### src/efsp_pkg.sv
`default_nettype none
package efsp_pkg;

	localparam int COUNT_WIDTH = 8;
	localparam int DIFF_LIMIT  = 100;
	localparam int DIFF_WIDTH  = 16;
	localparam int PEND_WIDTH  = 8;
	localparam int PULSE_MIN   = 3;
	localparam int PULSE_STEP  = 4;
	localparam int ADDR_WIDTH  = 4;

	// wide enough for count plus a full difference, and for the limit
	localparam int SUM_WIDTH = ((COUNT_WIDTH > DIFF_WIDTH) ? COUNT_WIDTH : DIFF_WIDTH) + 1;

	typedef enum logic [1:0] {
		OP_SAMPLE = 2'd0,
		OP_PULSE  = 2'd1,
		OP_SLOW   = 2'd2,
		OP_NONE   = 2'd3
	} op_t;

	typedef enum logic [1:0] {
		REG_FOLLOW   = 2'd0,
		REG_TO_START = 2'd1,
		REG_TO_END   = 2'd2,
		REG_UNUSED   = 2'd3
	} reg_idx_t;

	typedef struct packed {
		op_t                   op;
		logic                  up;
		logic [DIFF_WIDTH-1:0] diff;
		logic                  stop;
		logic                  end_free;
		logic                  start_free;
	} item_t;

	typedef struct packed {
		logic follow_enable;
		logic slow_to_start;
		logic slow_to_end;
	} cfg_t;

	typedef struct packed {
		logic                   moving_forward;
		logic [COUNT_WIDTH-1:0] fwd_count;
		logic [COUNT_WIDTH-1:0] bwd_count;
		logic                   high_phase_next;
		logic                   step_level;
		logic                   dir_level;
	} state_t;

	// low bits of a count, zero-filled when the count is narrower
	function automatic logic [PEND_WIDTH-1:0] pend_bits(input logic [COUNT_WIDTH-1:0] c);
		logic [COUNT_WIDTH+PEND_WIDTH-1:0] ext;
		ext = {{PEND_WIDTH{1'b0}}, c};
		return ext[PEND_WIDTH-1:0];
	endfunction

endpackage
`default_nettype wire

### src/efsp_step.sv
`default_nettype none
module efsp_step (
	input  efsp_pkg::item_t  item,
	input  efsp_pkg::cfg_t   cfg,
	input  efsp_pkg::state_t cur,
	output efsp_pkg::state_t nxt
);
	import efsp_pkg::*;

	localparam logic [SUM_WIDTH-1:0]   COUNT_MAX_W  = SUM_WIDTH'((1 << COUNT_WIDTH) - 1);
	localparam logic [SUM_WIDTH-1:0]   DIFF_LIMIT_W = SUM_WIDTH'(DIFF_LIMIT);
	localparam logic [COUNT_WIDTH-1:0] PULSE_MIN_W  = COUNT_WIDTH'(PULSE_MIN);
	localparam logic [COUNT_WIDTH-1:0] PULSE_STEP_W = COUNT_WIDTH'(PULSE_STEP);

	logic [SUM_WIDTH-1:0]   diff_w;
	logic [SUM_WIDTH-1:0]   sum;
	logic [COUNT_WIDTH-1:0] sat;
	logic [COUNT_WIDTH-1:0] act_count;
	logic                   halt;
	logic                   take;

	always_comb begin
		diff_w    = SUM_WIDTH'(item.diff);
		sum       = SUM_WIDTH'(item.up ? cur.fwd_count : cur.bwd_count) + diff_w;
		sat       = (sum > COUNT_MAX_W) ? COUNT_MAX_W[COUNT_WIDTH-1:0] : sum[COUNT_WIDTH-1:0];
		take      = cfg.follow_enable && (diff_w < DIFF_LIMIT_W);
		act_count = cur.moving_forward ? cur.fwd_count : cur.bwd_count;
		halt      = item.stop || (cur.moving_forward ? !item.end_free : !item.start_free);

		nxt = cur;
		unique case (item.op)
			OP_SAMPLE: begin
				if (take) begin
					nxt.moving_forward = item.up;
					nxt.dir_level      = !item.up;
					if (item.up) nxt.fwd_count = sat;
					else         nxt.bwd_count = sat;
				end
			end
			OP_PULSE: begin
				if (halt) begin
					act_count = '0;
				end else if (act_count > PULSE_MIN_W) begin
					if (cur.high_phase_next) begin
						nxt.step_level      = 1'b1;
						nxt.high_phase_next = 1'b0;
					end else begin
						nxt.step_level      = 1'b0;
						act_count           = act_count - PULSE_STEP_W;
						nxt.high_phase_next = 1'b1;
					end
				end
				if (cur.moving_forward) nxt.fwd_count = act_count;
				else                    nxt.bwd_count = act_count;
			end
			OP_SLOW: begin
				// both slow modes set: the tick changes nothing
				if (!(cfg.slow_to_start && cfg.slow_to_end)) begin
					if (cfg.slow_to_end && item.end_free) begin
						nxt.step_level = !cur.step_level;
						nxt.dir_level  = 1'b0;
					end
					if (cfg.slow_to_start && item.start_free) begin
						nxt.step_level = !cur.step_level;
						nxt.dir_level  = 1'b1;
					end
				end
			end
			OP_NONE: begin
			end
			default: begin
			end
		endcase
	end

endmodule
`default_nettype wire

### src/encoder_following_step_pulser_top.sv
// Encoder-following step pulser.
//
// Sample channel: sample_valid / sample_stall with the fields operation,
// encoder_up, encoder_diff, stop_request, end_switch_free, start_switch_free.
// An item is taken on a rising edge with sample_valid high and sample_stall low.
// Result channel: result_valid / result_stall carrying step_pin, dir_pin,
// forward_pending and backward_pending; every item gives exactly one result.
// A taken item sits in the input register while the state update feeds its result
// into the result register, which then presents it.
// Throughput: one item per cycle while the receiver does not stall; the figure is set
// by the state update, which reads and writes the direction, pending counts and step phase.
// When the receiver stalls the result holds and one further item can wait in
// the input register; sample_stall then rises until the result is taken.
// Configuration over APB: follow_enable at 0x0, slow_to_start at 0x4,
// slow_to_end at 0x8, bit 0 of the data; pready is always high.
// Reset (arst_n low) clears the registers, counts, levels and both channels.
`default_nettype none
module encoder_following_step_pulser_top (
	input  wire                              clk,
	input  wire                              arst_n,
	// APB configuration
	input  wire                              psel,
	input  wire                              penable,
	input  wire                              pwrite,
	input  wire  [efsp_pkg::ADDR_WIDTH-1:0]  paddr,
	input  wire  [31:0]                      pwdata,
	output logic [31:0]                      prdata,
	output logic                             pready,
	// sample channel
	input  wire                              sample_valid,
	output logic                             sample_stall,
	input  wire  [1:0]                       operation,
	input  wire                              encoder_up,
	input  wire  [efsp_pkg::DIFF_WIDTH-1:0]  encoder_diff,
	input  wire                              stop_request,
	input  wire                              end_switch_free,
	input  wire                              start_switch_free,
	// result channel
	output logic                             result_valid,
	input  wire                              result_stall,
	output logic                             step_pin,
	output logic                             dir_pin,
	output logic [efsp_pkg::PEND_WIDTH-1:0]  forward_pending,
	output logic [efsp_pkg::PEND_WIDTH-1:0]  backward_pending
);
	import efsp_pkg::*;

	cfg_t     cfg_q;
	reg_idx_t reg_idx;
	logic     cfg_wr;

	item_t    item_s1;
	logic     valid_s1;
	state_t   state_q;
	state_t   state_nxt;
	logic     advance;
	logic     sample_take;

	// ---- configuration ----
	assign pready  = 1'b1;
	assign reg_idx = reg_idx_t'(paddr[ADDR_WIDTH-1:2]);
	assign cfg_wr  = psel && penable && pwrite;

	always_ff @(posedge clk or negedge arst_n) begin
		if (!arst_n) begin
			cfg_q <= '0;
		end else if (cfg_wr) begin
			unique case (reg_idx)
				REG_FOLLOW:   cfg_q.follow_enable <= pwdata[0];
				REG_TO_START: cfg_q.slow_to_start <= pwdata[0];
				REG_TO_END:   cfg_q.slow_to_end   <= pwdata[0];
				REG_UNUSED:   ;
				default:      ;
			endcase
		end
	end

	always_comb begin
		prdata = '0;
		unique case (reg_idx)
			REG_FOLLOW:   prdata[0] = cfg_q.follow_enable;
			REG_TO_START: prdata[0] = cfg_q.slow_to_start;
			REG_TO_END:   prdata[0] = cfg_q.slow_to_end;
			REG_UNUSED:   prdata    = '0;
			default:      prdata    = '0;
		endcase
	end

	// ---- handshake ----
	// stage 1 moves on whenever the result register is empty or being taken
	assign advance      = !result_valid || !result_stall;
	assign sample_stall = valid_s1 && !advance;
	assign sample_take  = sample_valid && !sample_stall;

	// input register: payload unreset
	always_ff @(posedge clk or negedge arst_n) begin
		if (!arst_n) begin
			valid_s1 <= 1'b0;
		end else if (!sample_stall) begin
			valid_s1 <= sample_valid;
		end
	end

	always_ff @(posedge clk) begin
		if (sample_take) begin
			item_s1.op         <= op_t'(operation);
			item_s1.up         <= encoder_up;
			item_s1.diff       <= encoder_diff;
			item_s1.stop       <= stop_request;
			item_s1.end_free   <= end_switch_free;
			item_s1.start_free <= start_switch_free;
		end
	end

	efsp_step u_step (
		.item (item_s1),
		.cfg  (cfg_q),
		.cur  (state_q),
		.nxt  (state_nxt)
	);

	// state update happens as the item leaves stage 1
	always_ff @(posedge clk or negedge arst_n) begin
		if (!arst_n) begin
			state_q <= '0;
		end else if (valid_s1 && advance) begin
			state_q <= state_nxt;
		end
	end

	// result register
	always_ff @(posedge clk or negedge arst_n) begin
		if (!arst_n) begin
			result_valid <= 1'b0;
		end else if (advance) begin
			result_valid <= valid_s1;
		end
	end

	always_ff @(posedge clk) begin
		if (valid_s1 && advance) begin
			step_pin         <= state_nxt.step_level;
			dir_pin          <= state_nxt.dir_level;
			forward_pending  <= pend_bits(state_nxt.fwd_count);
			backward_pending <= pend_bits(state_nxt.bwd_count);
		end
	end

endmodule
`default_nettype wire

### config.mk
export PLATFORM = sky130hd
export DESIGN_NAME = encoder_following_step_pulser_top
export DESIGN_NICKNAME = d
export VERILOG_FILES = /design/src/efsp_pkg.sv /design/src/efsp_step.sv /design/src/encoder_following_step_pulser_top.sv
export SDC_FILE = /design/constraint.sdc
export NUM_CORES = 1
export LEC_CHECK = 0
export ABC_CLOCK_PERIOD_IN_PS = 3200
export BUFFER_PORTS_ARGS = -buffer_cell sky130_fd_sc_hd__buf_2
export CAP_MARGIN = 20
export CORE_ASPECT_RATIO = 0.9
export CORE_MARGIN = 2
export CORE_UTILIZATION = 30
export DETAILED_ROUTE_END_ITERATION = 8
export PLACE_DENSITY = 0.58
export SKIP_LAST_GASP = 1
export SYNTH_ARGS = -nofsm -noshare
export SYNTH_HDL_FRONTEND = slang
export SYNTH_SLANG_ARGS = --single-unit
### constraint.sdc
create_clock -name clk -period 3.2 [get_ports clk]
set_clock_uncertainty 0.15 [all_clocks]
set_input_delay 0.48 -clock clk [delete_from_list [all_inputs] [get_ports clk]]
set_output_delay 0.48 -clock clk [all_outputs]
set_load 0.05 [all_outputs]
# Word-level counts from Yosys, hierarchy flattened
# Cells that the tools add are included.
[word_totals]
ff_bits = 65
latchBits = 0
ram_bits = 0
mem_bits_ro = 0
output_inout_bits = 53
elab_cells = 81
mem_count = 0
[classes]
addsub = 2
mul = 0
div_mod_pow = 0
magnitude_cmp = 3
eq_ne = 5
shift = 0
mux = 23
bitwise_logic = 1
reduce_logical = 26
[ops]
columns = ["operator", "count"]
rows = [
  ["8-bit two-way mux", 10],
  ["16-bit case mux with 2 select lines", 1],
  ["17-bit by 16-bit adder with 17-bit output", 1],
  ["17-bit by 8-bit > comparator with 1-bit output, second input constant", 1],
  ["16-bit by 7-bit less-than comparator with 1-bit output, second input constant", 1],
  ["16-bit two-way mux", 1],
  ["1-bit logical AND", 9],
  ["8-bit by 2-bit > comparator with 1-bit output, second input constant", 1],
  ["1-bit logical NOT", 8],
  ["2-bit two-way mux", 4],
  ["8-bit by 3-bit subtractor with 8-bit output, second input constant", 1],
  ["2-bit == test, second input constant", 3],
  ["2-bit AND reduction", 3],
  ["2-bit by 1-bit == test with 1-bit output, second input constant", 2],
  ["2-bit logical NOT", 2],
  ["1-bit two-way mux", 4],
  ["1-bit case mux with 2 select lines", 2],
  ["1-bit case mux with 4 select lines", 1],
  ["4-bit AND reduction", 1],
  ["3-bit AND reduction", 1],
  ["1-bit logical OR", 2],
  ["1-bit NOT", 1],
]

# Depth between registers and ports, before layout
[depth]
word_depth = 7
depth_mapped = 12
mapped_depth_nobuf = 11

# Modules after synthesis
# A second synthesis with hierarchy kept.
[unflattened]
hier_cells = 398
area_unflattened_um2 = 4197.8
[modules_own_cells]
columns = ["module", "n_inst", "cells_per_inst", "area_per_inst_um2", "seq_area_each_um2"]
rows = [
  ["encoder_following_step_pulser_top", 1, 137, 2451.1, 1826.8],
  ["efsp_step", 1, 261, 1746.7, 0.0],
]

# Least setup slack after synthesis
# OpenSTA, ideal clock, no wires.
[synth_path]
path_kind = "reg2reg"
from = "register item_s1[19] (netlist name)"
to = "register backward_pending[4] (netlist name) (data pin)"
setup_time_ps = 265
arrival_time_ps = 3027
required_ps = 2785
slack_ps = -242
path_stages_with_launch = 13
synth_period_minus_slack_ps = 3442
path_cell_list = "edfxtp_1 buf_1 mux2_2 ha_1 inv_1 fa_1 and2b_2 o31a_2 o31a_1 a32oi_1 nand3_2 nor3_2 o211ai_1"
[synth_rtl]
columns = ["element", "line", "source"]
rows = [
  ["start, declared", "encoder_following_step_pulser_top.sv:52", "item_t item_s1;"],
  ["end signal, assigned", "encoder_following_step_pulser_top.sv:145", "backward_pending <= pend_bits(state_nxt.bwd_count);"],
  ["end, declared", "encoder_following_step_pulser_top.sv:44", "output logic [efsp_pkg::PEND_WIDTH-1:0] backward_pending"],
]

==> summary.txt <==
Outcome
  – Status: complete, but fails checks
  – Failing checks: negative setup slack

Global route
  – Global-route wire length before repair: 18100 um
  – Remaining Overflow, GRT: 0
  – GR Util All Layers: 15.9%
  – Initial antenna violation count: 0
  – Vias in the first global route: 3515
  – Largest net degree at the start of global routing: 26

Clock network
  – Root Buffer: clkbuf_16
  – TritonCTS Buffers: 9
  – CTS clk-pin slew, worst paths: 50 ps
  – Worst-skew pair later-pin latency: 330 ps
  – CTS Sinks: 65
  – H-tree lvl count: 3
  – Post-cts hold buffer count: 0
  – Clock Path Buffers: 2
  – CTS tree: built

Synth
  – Synthesis Warnings: 0
  – Synth Area per Inst: just under 10 um2
  – Synth unique cells: 66
  – Register area share after synthesis: 43.8%
  – Synth Register Bits: 65
  – Post-synth top flop: edfxtp_1
  – Async set-reset flop share out of synthesis: around 38%
  – Mapped Cells: 434
  – Number of flops mapped to enable cells by yosys: 40
  – Synth Cell Area: 4170 um2

Die
  – Die Ht: 116 um
  – Core ar.: 13500 um2
  – Die W: between 100 and 150 um
  – IO Count: 118
  – Initial core utilization: 31.0%
  – # rows: 40
  – Die area: 14900 um2

Placement
  – Routability cong.: about 0.9
  – Setup slack after placement: -353 ps
  – Post-DP HPWL: 8230 um
  – Placement Cell Area: 4770 um2
  – Port bufs: between 50 and 60

Setup path
  – Type of origin of the critical path: flip-flop
  – CP Cell Sequence: buf_6, mux2_4, ha_4, inv_4, fa_2, and2b_2, o31a_4, o31a_1, a32oi_4, nand3_4, buf_12, nor2_4, o211ai_1
  – Worst EP arrival: between 3000 and 4000 ps
  – Crit. End Element: flip-flop
  – Crit-path max cell delay: around 370 ps
  – Critical Path RT: 3130 ps
  – Largest delay share family, worst path: compound AO/OA/AOI/OAI gates
  – Crit path depth: 13
  – CP max stage cell: edfxtp_1
  – R2R depth: 13
  – Crit Path Max Fanout: 6
  – Setup CP Type: reg2reg
  – Buf/Inv on CP: 3

STA
  – Slew headroom: a little over half
  – Fin crit period: 3330 ps
  – Setup ws final: -130 ps
  – # setup viols final: 16
  – Measured slew at the worst slew-check pin: 675 ps
  – RSZ-0062 raised after global routing: true
  – Pins Over Slew Limit: 0
  – Hold Vio Cnt, Final: 0
  – Fmax: 300 MHz
  – Period utilization: 104%

Pwr
  – P_leak: ~2.3 nW
  – Comb pwr share: between 30% and 40%
  – Max VDD drop: 0.287 mV
  – Power Total: 3.37 mW
  – Switch share: between 30 and 40%
  – Switching Power: 1.23 mW
  – Clock power frac: 28.0%
  – PwrDens: 628 nW/um2
  – Int Pwr: roughly 2.1 mW
  – Register share of total power: 33.2%

Final layout
  – Most frequent cells in the layout: buf_2 (52), buf_4 (48), nand2_1 (44), edfxtp_1 (40), o21ai_0 (36)
  – Multi-input gate area: about 2300 um2
  – Fin nets: between 600 and 700
  – FILL cells: 1329
  – Area added between synthesis and finish: 28.7%
  – Reg area: 1830 um2
  – N_diodes: 0
  – Commonest non-fill, non-tap cell in the layout: buf_2
  – Fin util: 39.8%
  – Finished Cell Area: 5360 um2
  – Share of cells above drive strength 1: between 30% and 40%

Route
  – 1st-pass router iterations: 5
  – WL/cell: between 15 and 20 um
  – Drt total wl: 11200 um
  – Vias: 3593
  – DRC Markers: 0
  – Mean number of vias per cell: between 5 and 6
  – Drt initial violations: 260
  – Post-route antenna net violation count: 0

Run
  – Number of max-cap violations: 0

Min path
  – Hold Path Class: in2async
per-layer routing:
layer	GRT usage [%]	part of all wire (%)
met1	20.8	45
met2	25.6	47
met3	3.83	5.9
met4	6.37	1.9
met5	0	0
cells in the mapped netlist, types with 3 or more instances:
cell	number	area [um2]
a211oi_1	5	37.5
a21oi_1	21	105
a22oi_1	7	52.6
a31oi_1	6	37.5
a32oi_1	3	26.3
and2_1	3	18.8
and3_1	3	18.8
buf_2	3	15.0
buf_4	33	248
clkbuf_1	6	22.5
dfrtp_1	25	626
edfxtp_1	40	1200
ha_1	12	150
inv_1	17	63.8
mux2_2	11	124
mux2i_1	7	70.1
nand2_1	44	165
nand2b_1	7	43.8
nand3_1	8	40.0
nand4_1	3	18.8
nor2_1	28	105
nor2b_1	4	25.0
nor3_1	6	30.0
nor3b_1	3	22.5
o211ai_1	13	97.6
o21a_1	4	30.0
o21ai_0	52	260
o21bai_1	3	22.5
o31ai_1	4	30.0
or2_2	5	31.3
xnor2_1	4	35.0
xor2_1	3	26.3
timing repair:
| item | 4_1_cts | 5_1_grt |
|---|---|---|
| pin swaps | 10 | 18 |
| gates resized for setup | 27 | 36 |
| buffers inserted | 4 | 4 |
| gates cloned | 1 | 0 |
| setup endpoints to repair | 32 | 32 |
sequential cells by signal, summed over array words and instances (netlist names):
name and flops:
state_q 20, step_pin 1, cfg_q 3, forward_pending 8, item_s1 22, valid_s1 1, backward_pending 8, result_valid 1
dir_pin 1
final cells by class:
cell class	instances	area share, %
clock inverter	4	0.840
sequential	65	34.1
tap	168	3.92
inverter	18	1.31
multi-input combinational	336	42.9
clock buffer	12	4.41
timing repair buffer	104	12.6
stage by stage:
step                std cells  TNS [ps]  hold slack (ps)
CTS                       703     -1010             50.0
floorplan                 464         0             34.4
finish                    707     -1110             37.7
global placement          682     -5060              319
global route              707     -3260             67.6
detailed placement        682     -5770              332
power by group through the flow:
stage,registers [mW],logic [mW],clock network [mW]
after floorplan,1.23,0.738,0
after global placement,1.13,1.18,0
after detailed placement,1.13,1.20,0
after CTS,1.12,1.25,0.967
after global routing,1.13,1.42,1.01
final,1.12,1.31,0.944
kinds of logic after synthesis:
kind of cell | Yosys count | share of synthesized area [%]
other | 2 | 0.180
multiplexers | 18 | 4.65
AND/OR/NAND/NOR | 126 | 14.9
buffers and inverters | 64 | 9.34
XOR/XNOR | 7 | 1.47
AO/OA/AOI/OAI | 139 | 21.6
adder cells (fa/ha/maj) | 13 | 4.08
flip-flops | 65 | 43.8
path summary, 6_finish.rpt:
kind	start	endpoint	slack (ps)
min	arst_n	state_q[6]$_DFFE_PN0P_	40
min in group clk	encoder_diff[0]	item_s1[3]$_DFFE_PP_	170
min reg2reg	valid_s1$_DFFE_PN0N_	result_valid$_DFFE_PN0N_	350
max in group asynchronous	arst_n	valid_s1$_DFFE_PN0N_	2420
max	item_s1[19]$_DFFE_PP_	forward_pending[5]$_DFFE_PP_	-130
max reg2reg	item_s1[19]$_DFFE_PP_	forward_pending[5]$_DFFE_PP_	-130
Power figures use the tool's default switching activity.
